### src/sv/dmmac_pkg.sv
// ----------------------------------------------------------------------------
// dmmac_pkg
// Shared types, constants and helpers for the daily mean moving average block.
// ----------------------------------------------------------------------------
package dmmac_pkg;

    localparam int MAX_DAYS   = 32;
    localparam int RING_AW    = $clog2(MAX_DAYS);
    localparam int IDX_W      = RING_AW + 1;
    localparam int PERIOD_W   = 6;
    localparam int COUNT_BITS = 16;
    localparam int TEMP_W     = 16;
    localparam int SUM_W      = TEMP_W + COUNT_BITS;
    localparam int TOTAL_W    = TEMP_W + RING_AW;
    localparam int DIV_W      = SUM_W;
    localparam int DIV_CW     = $clog2(DIV_W) + 1;
    localparam int CFG_IDX_W  = 2;
    localparam int CFG_DATA_W = 16;

    localparam logic [COUNT_BITS-1:0] COUNT_MAX = {COUNT_BITS{1'b1}};

    localparam logic [CFG_IDX_W-1:0] CFG_AVG_PERIOD = 2'd0;
    localparam logic [CFG_IDX_W-1:0] CFG_MIN_TEMP   = 2'd1;
    localparam logic [CFG_IDX_W-1:0] CFG_MAX_TEMP   = 2'd2;

    localparam logic [PERIOD_W-1:0]      AVG_PERIOD_RST = 6'd7;
    localparam logic signed [TEMP_W-1:0] MIN_TEMP_RST   = 16'sd256;
    localparam logic signed [TEMP_W-1:0] MAX_TEMP_RST   = 16'sd5120;

    typedef struct packed {
        logic signed [TEMP_W-1:0] outdoor_temp;
        logic                     at_midnight;
    } t_in_item;

    typedef struct packed {
        logic signed [TEMP_W-1:0] soil_temp;
        logic                     day_closed;
    } t_out_item;

    typedef enum logic [2:0] {
        ST_IDLE,
        ST_DIV_MEAN,
        ST_FILL,
        ST_WRITE,
        ST_SUM,
        ST_AVG_LOAD,
        ST_DIV_AVG,
        ST_EMIT
    } t_state;

    typedef struct packed {
        logic accept;
        logic take_mean;
        logic fill_step;
        logic write_one;
        logic sum_step;
        logic load_avg;
        logic finish;
        logic emit;
    } t_cmd;

    typedef struct packed {
        logic close_now;
        logic div_busy;
        logic need_fill;
        logic fill_last;
        logic sum_done;
        logic out_free;
    } t_sts;

    // ring length in use, limited to 1..MAX_DAYS
    function automatic logic [IDX_W-1:0] period_of(input logic [PERIOD_W-1:0] v);
        logic [IDX_W-1:0] p;
        if (v == '0) begin
            p = IDX_W'(1);
        end else if (v > PERIOD_W'(MAX_DAYS)) begin
            p = IDX_W'(MAX_DAYS);
        end else begin
            p = IDX_W'(v);
        end
        return p;
    endfunction

endpackage

### src/sv/daily_mean_moving_average_clamp.sv
// ----------------------------------------------------------------------------
// daily_mean_moving_average_clamp
// Moving average of daily temperature means over a ring of days, clamped
// to a configurable range; one result beat per sample beat.
// ----------------------------------------------------------------------------
//  channel   direction  handshake                  payload
//  in        sink       i_in_valid / o_in_ready    i_in_data  (t_in_item)
//  out       source     o_out_valid / i_out_ready  o_out_data (t_out_item)
//  cfg       sink       i_cfg_we                   i_cfg_idx, i_cfg_data
//
//  a beat that closes no day is accepted, then loaded into the output register once it is free
//  a closing beat (P = ring length) makes two passes of the shared 32-step
//  divider, plus a ring fill of all P entries or a single write and a sum
//  over the P ring entries
//  the next beat is taken while a result still sits in the output register
//  synchronous active-low reset; no clearing pass; unless the ring length grows,
//  ring entries are written before they are read
// ----------------------------------------------------------------------------
module daily_mean_moving_average_clamp (
    input  logic                                  i_clk,
    input  logic                                  i_rst_n,
    input  logic                                  i_cfg_we,
    input  logic [dmmac_pkg::CFG_IDX_W-1:0]       i_cfg_idx,
    input  logic [dmmac_pkg::CFG_DATA_W-1:0]      i_cfg_data,
    input  logic                                  i_in_valid,
    output logic                                  o_in_ready,
    input  dmmac_pkg::t_in_item                   i_in_data,
    output logic                                  o_out_valid,
    input  logic                                  i_out_ready,
    output dmmac_pkg::t_out_item                  o_out_data
);

    dmmac_pkg::t_cmd cmd;
    dmmac_pkg::t_sts sts;

    dmmac_ctrl u_ctrl (
        .i_clk      (i_clk),
        .i_rst_n    (i_rst_n),
        .i_in_valid (i_in_valid),
        .o_in_ready (o_in_ready),
        .i_sts      (sts),
        .o_cmd      (cmd)
    );

    dmmac_dp u_dp (
        .i_clk       (i_clk),
        .i_rst_n     (i_rst_n),
        .i_cfg_we    (i_cfg_we),
        .i_cfg_idx   (i_cfg_idx),
        .i_cfg_data  (i_cfg_data),
        .i_in_data   (i_in_data),
        .i_cmd       (cmd),
        .o_sts       (sts),
        .i_out_ready (i_out_ready),
        .o_out_valid (o_out_valid),
        .o_out_data  (o_out_data)
    );

`ifndef SYNTHESIS
    // the divider is always idle when a new beat can be taken
    a_ready_div_idle: assert property (@(posedge i_clk) disable iff (!i_rst_n)
        o_in_ready |-> !sts.div_busy)
        else $error("input ready while divider still running");

    // a result is never loaded over one that has not been taken
    a_emit_slot: assert property (@(posedge i_clk) disable iff (!i_rst_n)
        cmd.emit |-> sts.out_free)
        else $error("result loaded while output register busy");

    // the controller issues at most one datapath step per cycle
    a_cmd_onehot: assert property (@(posedge i_clk) disable iff (!i_rst_n)
        $onehot0({cmd.accept, cmd.take_mean, cmd.fill_step, cmd.write_one,
                  cmd.sum_step, cmd.load_avg, cmd.finish, cmd.emit}))
        else $error("overlapping datapath commands");
`endif

endmodule

### src/sv/dmmac_div.sv
// ----------------------------------------------------------------------------
// dmmac_div
// Shared signed-by-unsigned restoring divider, one quotient bit per cycle,
// truncating toward zero.
// ----------------------------------------------------------------------------
module dmmac_div (
    input  logic                                 i_clk,
    input  logic                                 i_rst_n,
    input  logic                                 i_load,
    input  logic signed [dmmac_pkg::DIV_W-1:0]   i_dividend,
    input  logic [dmmac_pkg::COUNT_BITS-1:0]     i_divisor,
    output logic                                 o_busy,
    output logic signed [dmmac_pkg::DIV_W-1:0]   o_quotient
);

    logic [dmmac_pkg::DIV_W-1:0]      r_quo;
    logic [dmmac_pkg::COUNT_BITS-1:0] r_rem;
    logic [dmmac_pkg::COUNT_BITS-1:0] r_den;
    logic                             r_neg;
    logic [dmmac_pkg::DIV_CW-1:0]     r_cnt;
    logic                             r_busy;

    logic [dmmac_pkg::COUNT_BITS:0]   shifted;
    logic [dmmac_pkg::COUNT_BITS:0]   trial;
    logic                             fits;

    assign shifted = {r_rem, r_quo[dmmac_pkg::DIV_W-1]};
    assign trial   = shifted - {1'b0, r_den};
    assign fits    = ~trial[dmmac_pkg::COUNT_BITS];

    always_ff @(posedge i_clk) begin
        if (!i_rst_n) begin
            r_busy <= 1'b0;
            r_cnt  <= '0;
        end else if (i_load) begin
            r_busy <= 1'b1;
            r_cnt  <= dmmac_pkg::DIV_CW'(dmmac_pkg::DIV_W);
        end else if (r_busy) begin
            r_cnt <= r_cnt - 1'b1;
            if (r_cnt == dmmac_pkg::DIV_CW'(1)) begin
                r_busy <= 1'b0;
            end
        end
    end

    always_ff @(posedge i_clk) begin
        if (i_load) begin
            r_neg <= i_dividend[dmmac_pkg::DIV_W-1];
            r_quo <= i_dividend[dmmac_pkg::DIV_W-1] ? -i_dividend : i_dividend;
            r_rem <= '0;
            r_den <= i_divisor;
        end else if (r_busy) begin
            r_rem <= fits ? trial[dmmac_pkg::COUNT_BITS-1:0]
                          : shifted[dmmac_pkg::COUNT_BITS-1:0];
            r_quo <= {r_quo[dmmac_pkg::DIV_W-2:0], fits};
        end
    end

    assign o_busy     = r_busy;
    assign o_quotient = r_neg ? -$signed(r_quo) : $signed(r_quo);

endmodule

### src/sv/dmmac_dp.sv
// ----------------------------------------------------------------------------
// dmmac_dp
// Datapath: config registers, day accumulator, ring memory with sweep,
// shared divider, clamp and the output register.
// ----------------------------------------------------------------------------
module dmmac_dp (
    input  logic                                  i_clk,
    input  logic                                  i_rst_n,
    input  logic                                  i_cfg_we,
    input  logic [dmmac_pkg::CFG_IDX_W-1:0]       i_cfg_idx,
    input  logic [dmmac_pkg::CFG_DATA_W-1:0]      i_cfg_data,
    input  dmmac_pkg::t_in_item                   i_in_data,
    input  dmmac_pkg::t_cmd                       i_cmd,
    output dmmac_pkg::t_sts                       o_sts,
    input  logic                                  i_out_ready,
    output logic                                  o_out_valid,
    output dmmac_pkg::t_out_item                  o_out_data
);

    localparam int SUM_W   = dmmac_pkg::SUM_W;
    localparam int TEMP_W  = dmmac_pkg::TEMP_W;
    localparam int TOTAL_W = dmmac_pkg::TOTAL_W;
    localparam int DIV_W   = dmmac_pkg::DIV_W;
    localparam int IDX_W   = dmmac_pkg::IDX_W;
    localparam int RING_AW = dmmac_pkg::RING_AW;

    // configuration
    logic [dmmac_pkg::PERIOD_W-1:0] r_avg_period;
    logic signed [TEMP_W-1:0]       r_min_temp;
    logic signed [TEMP_W-1:0]       r_max_temp;

    // day accumulator and ring state
    logic signed [SUM_W-1:0]             r_day_sum;
    logic [dmmac_pkg::COUNT_BITS-1:0]    r_step_count;
    logic                                r_need_fill;
    logic [RING_AW-1:0]                  r_ring_pos;
    logic signed [TOTAL_W-1:0]           r_ring_total;
    logic signed [TEMP_W-1:0]            r_soil_value;
    logic signed [TEMP_W-1:0]            r_sample;
    logic                                r_closed;
    logic signed [TEMP_W-1:0]            r_mean;
    logic [IDX_W-1:0]                    r_idx;
    logic                                r_rd_pend;

    logic signed [TEMP_W-1:0] r_ring [dmmac_pkg::MAX_DAYS];
    logic signed [TEMP_W-1:0] r_rd_data;

    logic                      r_out_valid;
    dmmac_pkg::t_out_item      r_out_data;

    logic [IDX_W-1:0]          period;
    logic                      close_now;
    logic                      saturated;
    logic [RING_AW-1:0]        wr_pos;
    logic [IDX_W-1:0]          wr_pos_inc;
    logic                      ring_we;
    logic [RING_AW-1:0]        ring_wa;
    logic                      div_load;
    logic signed [DIV_W-1:0]   div_dividend;
    logic [dmmac_pkg::COUNT_BITS-1:0] div_divisor;
    logic                      div_busy;
    logic signed [DIV_W-1:0]   div_quotient;
    logic signed [DIV_W-1:0]   max_x;
    logic signed [DIV_W-1:0]   min_x;
    logic signed [DIV_W-1:0]   upper_lim;
    logic signed [DIV_W-1:0]   clamped;
    logic                      out_free;

    assign period    = dmmac_pkg::period_of(r_avg_period);
    assign close_now = i_in_data.at_midnight && (r_step_count != '0);
    assign saturated = (r_step_count == dmmac_pkg::COUNT_MAX);
    assign out_free  = !r_out_valid || i_out_ready;

    // slot for a single write after the fill
    assign wr_pos     = ({1'b0, r_ring_pos} >= period) ? '0 : r_ring_pos;
    assign wr_pos_inc = {1'b0, wr_pos} + 1'b1;

    assign ring_we = i_cmd.fill_step || i_cmd.write_one;
    assign ring_wa = i_cmd.fill_step ? r_idx[RING_AW-1:0] : wr_pos;

    assign div_load     = (i_cmd.accept && close_now) || i_cmd.load_avg;
    assign div_dividend = i_cmd.load_avg
                        ? {{(DIV_W-TOTAL_W){r_ring_total[TOTAL_W-1]}}, r_ring_total}
                        : r_day_sum;
    assign div_divisor  = i_cmd.load_avg
                        ? {{(dmmac_pkg::COUNT_BITS-IDX_W){1'b0}}, period}
                        : r_step_count;

    dmmac_div u_div (
        .i_clk      (i_clk),
        .i_rst_n    (i_rst_n),
        .i_load     (div_load),
        .i_dividend (div_dividend),
        .i_divisor  (div_divisor),
        .o_busy     (div_busy),
        .o_quotient (div_quotient)
    );

    // clamp: limit to max first, then raise to min
    assign max_x     = {{(DIV_W-TEMP_W){r_max_temp[TEMP_W-1]}}, r_max_temp};
    assign min_x     = {{(DIV_W-TEMP_W){r_min_temp[TEMP_W-1]}}, r_min_temp};
    assign upper_lim = (div_quotient > max_x) ? max_x : div_quotient;
    assign clamped   = (upper_lim < min_x) ? min_x : upper_lim;

    always_ff @(posedge i_clk) begin
        if (!i_rst_n) begin
            r_avg_period <= dmmac_pkg::AVG_PERIOD_RST;
            r_min_temp   <= dmmac_pkg::MIN_TEMP_RST;
            r_max_temp   <= dmmac_pkg::MAX_TEMP_RST;
        end else if (i_cfg_we) begin
            unique case (i_cfg_idx)
                dmmac_pkg::CFG_AVG_PERIOD: begin
                    r_avg_period <= i_cfg_data[dmmac_pkg::PERIOD_W-1:0];
                end
                dmmac_pkg::CFG_MIN_TEMP: begin
                    r_min_temp <= $signed(i_cfg_data[TEMP_W-1:0]);
                end
                dmmac_pkg::CFG_MAX_TEMP: begin
                    r_max_temp <= $signed(i_cfg_data[TEMP_W-1:0]);
                end
                default: begin
                end
            endcase
        end
    end

    always_ff @(posedge i_clk) begin
        if (!i_rst_n) begin
            r_day_sum    <= '0;
            r_step_count <= '0;
            r_need_fill  <= 1'b1;
            r_ring_pos   <= '0;
            r_ring_total <= '0;
            r_soil_value <= '0;
            r_idx        <= '0;
            r_rd_pend    <= 1'b0;
            r_closed     <= 1'b0;
        end else begin
            if (i_cmd.accept) begin
                r_closed <= close_now;
                if (!close_now && !saturated) begin
                    r_day_sum    <= r_day_sum
                                  + {{(SUM_W-TEMP_W){i_in_data.outdoor_temp[TEMP_W-1]}},
                                     i_in_data.outdoor_temp};
                    r_step_count <= r_step_count + 1'b1;
                end
            end
            if (i_cmd.take_mean) begin
                r_idx        <= '0;
                r_ring_total <= '0;
                r_rd_pend    <= 1'b0;
            end
            if (i_cmd.fill_step) begin
                r_idx        <= r_idx + 1'b1;
                r_ring_total <= r_ring_total
                              + {{(TOTAL_W-TEMP_W){r_mean[TEMP_W-1]}}, r_mean};
                if (r_idx == period - 1'b1) begin
                    r_need_fill <= 1'b0;
                    r_ring_pos  <= '0;
                end
            end
            if (i_cmd.write_one) begin
                r_ring_pos <= (wr_pos_inc >= period) ? '0 : wr_pos_inc[RING_AW-1:0];
            end
            if (i_cmd.sum_step) begin
                if (r_idx < period) begin
                    r_idx     <= r_idx + 1'b1;
                    r_rd_pend <= 1'b1;
                end else begin
                    r_rd_pend <= 1'b0;
                end
                if (r_rd_pend) begin
                    r_ring_total <= r_ring_total
                                  + {{(TOTAL_W-TEMP_W){r_rd_data[TEMP_W-1]}}, r_rd_data};
                end
            end
            if (i_cmd.finish) begin
                r_soil_value <= clamped[TEMP_W-1:0];
                // the midnight sample opens the new day
                r_day_sum    <= {{(SUM_W-TEMP_W){r_sample[TEMP_W-1]}}, r_sample};
                r_step_count <= dmmac_pkg::COUNT_BITS'(1);
            end
        end
    end

    always_ff @(posedge i_clk) begin
        if (i_cmd.accept) begin
            r_sample <= i_in_data.outdoor_temp;
        end
        if (i_cmd.take_mean) begin
            r_mean <= div_quotient[TEMP_W-1:0];
        end
    end

    // ring memory, registered read
    always_ff @(posedge i_clk) begin
        if (ring_we) begin
            r_ring[ring_wa] <= r_mean;
        end
        r_rd_data <= r_ring[r_idx[RING_AW-1:0]];
    end

    // output register
    always_ff @(posedge i_clk) begin
        if (!i_rst_n) begin
            r_out_valid <= 1'b0;
        end else if (i_cmd.emit) begin
            r_out_valid <= 1'b1;
        end else if (i_out_ready) begin
            r_out_valid <= 1'b0;
        end
    end

    always_ff @(posedge i_clk) begin
        if (i_cmd.emit) begin
            r_out_data.soil_temp  <= r_soil_value;
            r_out_data.day_closed <= r_closed;
        end
    end

    assign o_sts.close_now = close_now;
    assign o_sts.div_busy  = div_busy;
    assign o_sts.need_fill = r_need_fill;
    assign o_sts.fill_last = (r_idx == period - 1'b1);
    assign o_sts.sum_done  = (r_idx == period) && !r_rd_pend;
    assign o_sts.out_free  = out_free;

    assign o_out_valid = r_out_valid;
    assign o_out_data  = r_out_data;

endmodule

### src/sv/dmmac_ctrl.sv
// ----------------------------------------------------------------------------
// dmmac_ctrl
// Controller: sequences accept, mean division, ring update, ring sum,
// average division and the result beat.
// ----------------------------------------------------------------------------
module dmmac_ctrl (
    input  logic               i_clk,
    input  logic               i_rst_n,
    input  logic               i_in_valid,
    output logic               o_in_ready,
    input  dmmac_pkg::t_sts    i_sts,
    output dmmac_pkg::t_cmd    o_cmd
);

    dmmac_pkg::t_state r_state;
    dmmac_pkg::t_state n_state;

    always_ff @(posedge i_clk) begin
        if (!i_rst_n) begin
            r_state <= dmmac_pkg::ST_IDLE;
        end else begin
            r_state <= n_state;
        end
    end

    always_comb begin
        n_state = r_state;
        o_cmd   = '0;
        unique case (r_state)
            dmmac_pkg::ST_IDLE: begin
                if (i_in_valid) begin
                    o_cmd.accept = 1'b1;
                    n_state = i_sts.close_now ? dmmac_pkg::ST_DIV_MEAN : dmmac_pkg::ST_EMIT;
                end
            end
            dmmac_pkg::ST_DIV_MEAN: begin
                if (!i_sts.div_busy) begin
                    o_cmd.take_mean = 1'b1;
                    n_state = i_sts.need_fill ? dmmac_pkg::ST_FILL : dmmac_pkg::ST_WRITE;
                end
            end
            dmmac_pkg::ST_FILL: begin
                o_cmd.fill_step = 1'b1;
                if (i_sts.fill_last) begin
                    n_state = dmmac_pkg::ST_AVG_LOAD;
                end
            end
            dmmac_pkg::ST_WRITE: begin
                o_cmd.write_one = 1'b1;
                n_state = dmmac_pkg::ST_SUM;
            end
            dmmac_pkg::ST_SUM: begin
                if (i_sts.sum_done) begin
                    n_state = dmmac_pkg::ST_AVG_LOAD;
                end else begin
                    o_cmd.sum_step = 1'b1;
                end
            end
            dmmac_pkg::ST_AVG_LOAD: begin
                o_cmd.load_avg = 1'b1;
                n_state = dmmac_pkg::ST_DIV_AVG;
            end
            dmmac_pkg::ST_DIV_AVG: begin
                if (!i_sts.div_busy) begin
                    o_cmd.finish = 1'b1;
                    n_state = dmmac_pkg::ST_EMIT;
                end
            end
            dmmac_pkg::ST_EMIT: begin
                if (i_sts.out_free) begin
                    o_cmd.emit = 1'b1;
                    n_state = dmmac_pkg::ST_IDLE;
                end
            end
            default: begin
                n_state = dmmac_pkg::ST_IDLE;
            end
        endcase
    end

    assign o_in_ready = (r_state == dmmac_pkg::ST_IDLE);

endmodule
### config.mk
export PLATFORM = sky130hd
export DESIGN_NAME = daily_mean_moving_average_clamp
export DESIGN_NICKNAME = d
export VERILOG_FILES = /design/src/sv/dmmac_pkg.sv /design/src/sv/daily_mean_moving_average_clamp.sv /design/src/sv/dmmac_div.sv /design/src/sv/dmmac_dp.sv /design/src/sv/dmmac_ctrl.sv
export SDC_FILE = /design/constraint.sdc
export NUM_CORES = 1
export LEC_CHECK = 0
export BUFFER_PORTS_ARGS = -buffer_cell sky130_fd_sc_hd__buf_4
export CAP_MARGIN = 30
export CORE_UTILIZATION = 50
export DETAILED_ROUTE_END_ITERATION = 7
export PLACE_DENSITY = 0.66
export SLEW_MARGIN = 20
export SYNTH_ARGS = -nofsm -noshare
export SYNTH_HDL_FRONTEND = slang
export SYNTH_HIERARCHICAL = 1
export SYNTH_SLANG_ARGS = --single-unit
export TNS_END_PERCENT = 30
### constraint.sdc
create_clock -name i_clk -period 6.5 [get_ports i_clk]
set_clock_uncertainty 0.15 [all_clocks]
set_input_delay 0.65 -clock i_clk [delete_from_list [all_inputs] [get_ports i_clk]]
set_output_delay 0.65 -clock i_clk [all_outputs]
set_load 0.05 [all_outputs]
==> run metrics <==
outcome=finished, violations left; failing checks=setup timing; Worst Slack Setup Final=-0.662 ns; TritonRoute pass-1 iters=6; Gate power share=40.8%; HPWL after DPL=62500 um; Clock transition at path regs=0.06 ns; Leak=15.7 nW; Core Region=76100 um^2; overall die width=280 um; Initial Utilization=50.6%; first-pass GRT wire length=147000 um; top cell type's share of synthesized area=47.6%; final core utilization=58.0%; Vias/cell=5.96; Sw Pwr=7.00 mW; Highest Clock Rate=140 MHz; antenna viol nets, final=0; setup violators final=16; largest net degree at the start of global routing=75; CP Class=reg -> reg; CP Max Fanout=8; Post-DP Area=40900 um^2; CP Launch Type=register; worst ir drop on vdd=0.000386 V; Port-buffer cells=58; Slew @ Worst Pin=0.990 ns; CTS tree=yes; fraction of layout cells with a size suffix above 1=20.3%; flop and latch count out of synthesis=790; fin area=44100 um^2; Final Max Tran Viols=0; DIE HEIGHT=280 um; worst hold slack=0.0545 ns; Net Sw Frac=35.6%; area leader, netlist=edfxtp_1; critical path data required time=6.90 ns; GRT Overall Usage=24.7%; antenna violations before repair=2; sequential share of power=34.9%; Clock Tree Buf Depth=3; routability cong.=0.927; Worst Hold Class=in -> reg; clk_lat worst skew=0.65 ns; Worst setup EP type=register; worst reg2reg path depth=25; nets=3368; pre-CTS WS=-0.643 ns; DR vias=25300; Fillers=5964; Power Density=446 nW/um^2; clk sinks=790; Root Driver=clkbuf_16; FF-to-FF End=u_dp/r_soil_value[15]$_SDFFE_PN0P_; slack of the worst reg-to-reg path=-0.66 ns; vias in the first global route=25400; Hold Path Depth=1; Max H-tree Level=3; most frequent cells in the layout=edfxtp_1 (610), nand2_1 (254), buf_4 (209), a21oi_1 (196), nor2_1 (188); share of flip-flops with an asynchronous set or reset=0%; TritonCTS buffer count=84; commonest non-fill, non-tap cell in the layout=edfxtp_1; # rows=101; RSZ-0062 raised after global routing=yes; mapped cell area=38500 um^2; unique cell type count in the Yosys netlist=84; CTS Hold Buffers Added=0; DRC Markers=0; max-cap check violation count=0; gr ovfl total=0; 1st-iter DRT viols=1923; Worst Hold End=u_dp/r_sample[0]$_DFFE_PP_; number of diodes=0; Final Critical Period=7.16 ns; Final Cycle Share=110%; synthesized net count=3194; Avg Inst Size Synth=13.0 um^2; Tot Pwr=19.7 mW; Yosys warning total=6; Layout area overhead=14.6%; Synth area leaders=edfxtp_1 (48%), dfxtp_1 (9.4%), mux4_2 (9.4%); Die Area=78200 um^2; worst flop-to-flop path startpoint=u_dp/u_div/r_quo[1]$_DFFE_PP_; Gate Count Post-Synth=2974; IO Pins=59; final WL=95700 um; Worst EP arrival=7.56 ns; P_int=12.7 mW; Seq/Total Area, Yosys=56.9%; Post-synth EDFFs=610; Most used DFF post-synth=edfxtp_1; clock share of power=24.2%; start point of the worst hold path=i_in_data[1]; WL per Instance=22.5 um; Final Hold Viols=0; Rel. slew slack=34.0%
## final cells by class
| cell class | instances | area (um^2) | share of cell area [%] |
|---|---|---|---|
| Sequential cell | 790 | 21900 | 49.7 |
| Multi-Input combinational cell | 1925 | 15800 | 35.8 |
| Clock buffer | 104 | 2220 | 5.02 |
| Timing Repair Buffer | 226 | 1860 | 4.22 |
| Tap cell | 1030 | 1290 | 2.92 |
| Clock inverter | 49 | 573 | 1.30 |
| Inverter | 121 | 454 | 1.03 |
## timing repair
item                       in CTS  in global routing
gates cloned                    3                  0
setup buffers                  14                 11
hold endpoints to repair        0                  0
resized for setup              16                 10
setup endpoints to repair      16                 16
pin swaps                      30                 14
## worst max path at each step
stage	startpoint	end	slack, ns	depth (start not counted)
finish	u_dp/u_div/r_quo[1]$_DFFE_PP_	u_dp/r_soil_value[15]$_SDFFE_PN0P_	-0.66	25
global placement	u_dp/u_div/r_quo[1]$_DFFE_PP_	u_dp/r_soil_value[15]$_SDFFE_PN0P_	-0.43	22
CTS	u_dp/u_div/r_quo[3]$_DFFE_PP_	u_dp/r_soil_value[15]$_SDFFE_PN0P_	-0.53	25
detailed placement	u_dp/u_div/r_quo[1]$_DFFE_PP_	u_dp/r_soil_value[0]$_SDFFE_PN0P_	-0.64	28
floorplan	u_dp/u_div/r_quo[2]$_DFFE_PP_	u_dp/r_soil_value[4]$_SDFFE_PN0P_	-0.12	24
global route	u_dp/u_div/r_quo[3]$_DFFE_PP_	u_dp/r_soil_value[0]$_SDFFE_PN0P_	-0.95	26
## power groups by stage
stage          Combinational [mW]  Clock [mW]  Sequential, mW
2_1_floorplan                5.23           0            6.90
3_3_place_gp                 7.07           0            6.96
3_5_place_dp                 7.38           0            6.96
4_1_cts                      7.89        4.86            6.86
5_1_grt                      8.78        5.04            6.93
6_report                     8.03        4.76            6.87
## cell families after synthesis
kind of cell | count (synthesis) | share of synthesized area (%)
AO/OA/AOI/OAI | 615 | 10.3
AND/OR/NAND/NOR | 748 | 9.26
XOR/XNOR | 147 | 3.34
flip-flops | 790 | 56.9
multiplexers | 235 | 11.5
buffers and inverters | 259 | 2.72
adder cells (fa/ha/maj) | 180 | 5.92
## cells in the mapped netlist (all sizes together), types with 7 or more instances
library cell	n
xor2	68
mux2i	13
xnor2	79
nand2	256
or4	13
a211oi	29
mux4	160
nor2b	27
o311ai	8
or2	7
a311oi	15
a21boi	11
and3	15
ha	176
o41ai	8
nor3	37
a31oi	15
nand4	35
dfxtp	180
a22oi	9
edfxtp	610
mux2	62
or3	24
nor4	10
o31ai	23
a21oi	197
o21bai	12
o21a	20
nand2b	21
nand3	73
o211ai	21
o21ai	140
nor2	191
a211o	7
and2	8
clkbuf	101
nand3b	7
a221oi	13
inv	120
o22ai	7
a21o	47
buf	37
## worst max-delay path: stages, from the launching register on
cell and delay [ns]:
edfxtp_1 0.41, or3_4 0.41, or4_4 0.48, or4_4 0.43, o41a_1 0.43, buf_4 0.18
a21oi_1 0.14, xnor2_1 0.18, ha_1 0.31, a21o_1 0.17, a21oi_1 0.22, nor2b_2 0.09
a2111oi_4 0.33, o22ai_2 0.17, nor2_4 0.27, buf_12 0.16, mux2_4 0.32, ha_4 0.27
nand4_1 0.18, a211o_1 0.32, or4_1 0.50, o31a_1 0.32, buf_4 0.16, buf_6 0.13
buf_16 0.14, o311ai_2 0.19
## routing by layer
metal	up-vias	wire (um)	global-route usage, %
li1	11700	-	-
met2	806	46400	41.5
met3	191	5530	3.48
met5	-	0	0
met1	12600	39700	32.1
met4	0	3990	10.3
## sequential cells by signal, summed over array words and instances (netlist names), 17 cells and up
register and count:
u_dp/r_day_sum 32, u_dp/o_out_data 17, u_dp/r_ring 512, u_dp/u_div/r_quo 32
u_dp/r_ring_total 21
## metrics by stage
| step | cells | setup TNS, ns |
|---|---|---|
| floorplan | 2974 | -1.83 |
| global placement | 4056 | -6.45 |
| detailed placement | 4062 | -9.72 |
| CTS | 4232 | -7.93 |
| global route | 4245 | -14.11 |
| finish | 4245 | -9.40 |
No activity file was read; power rests on OpenSTA's default activity.
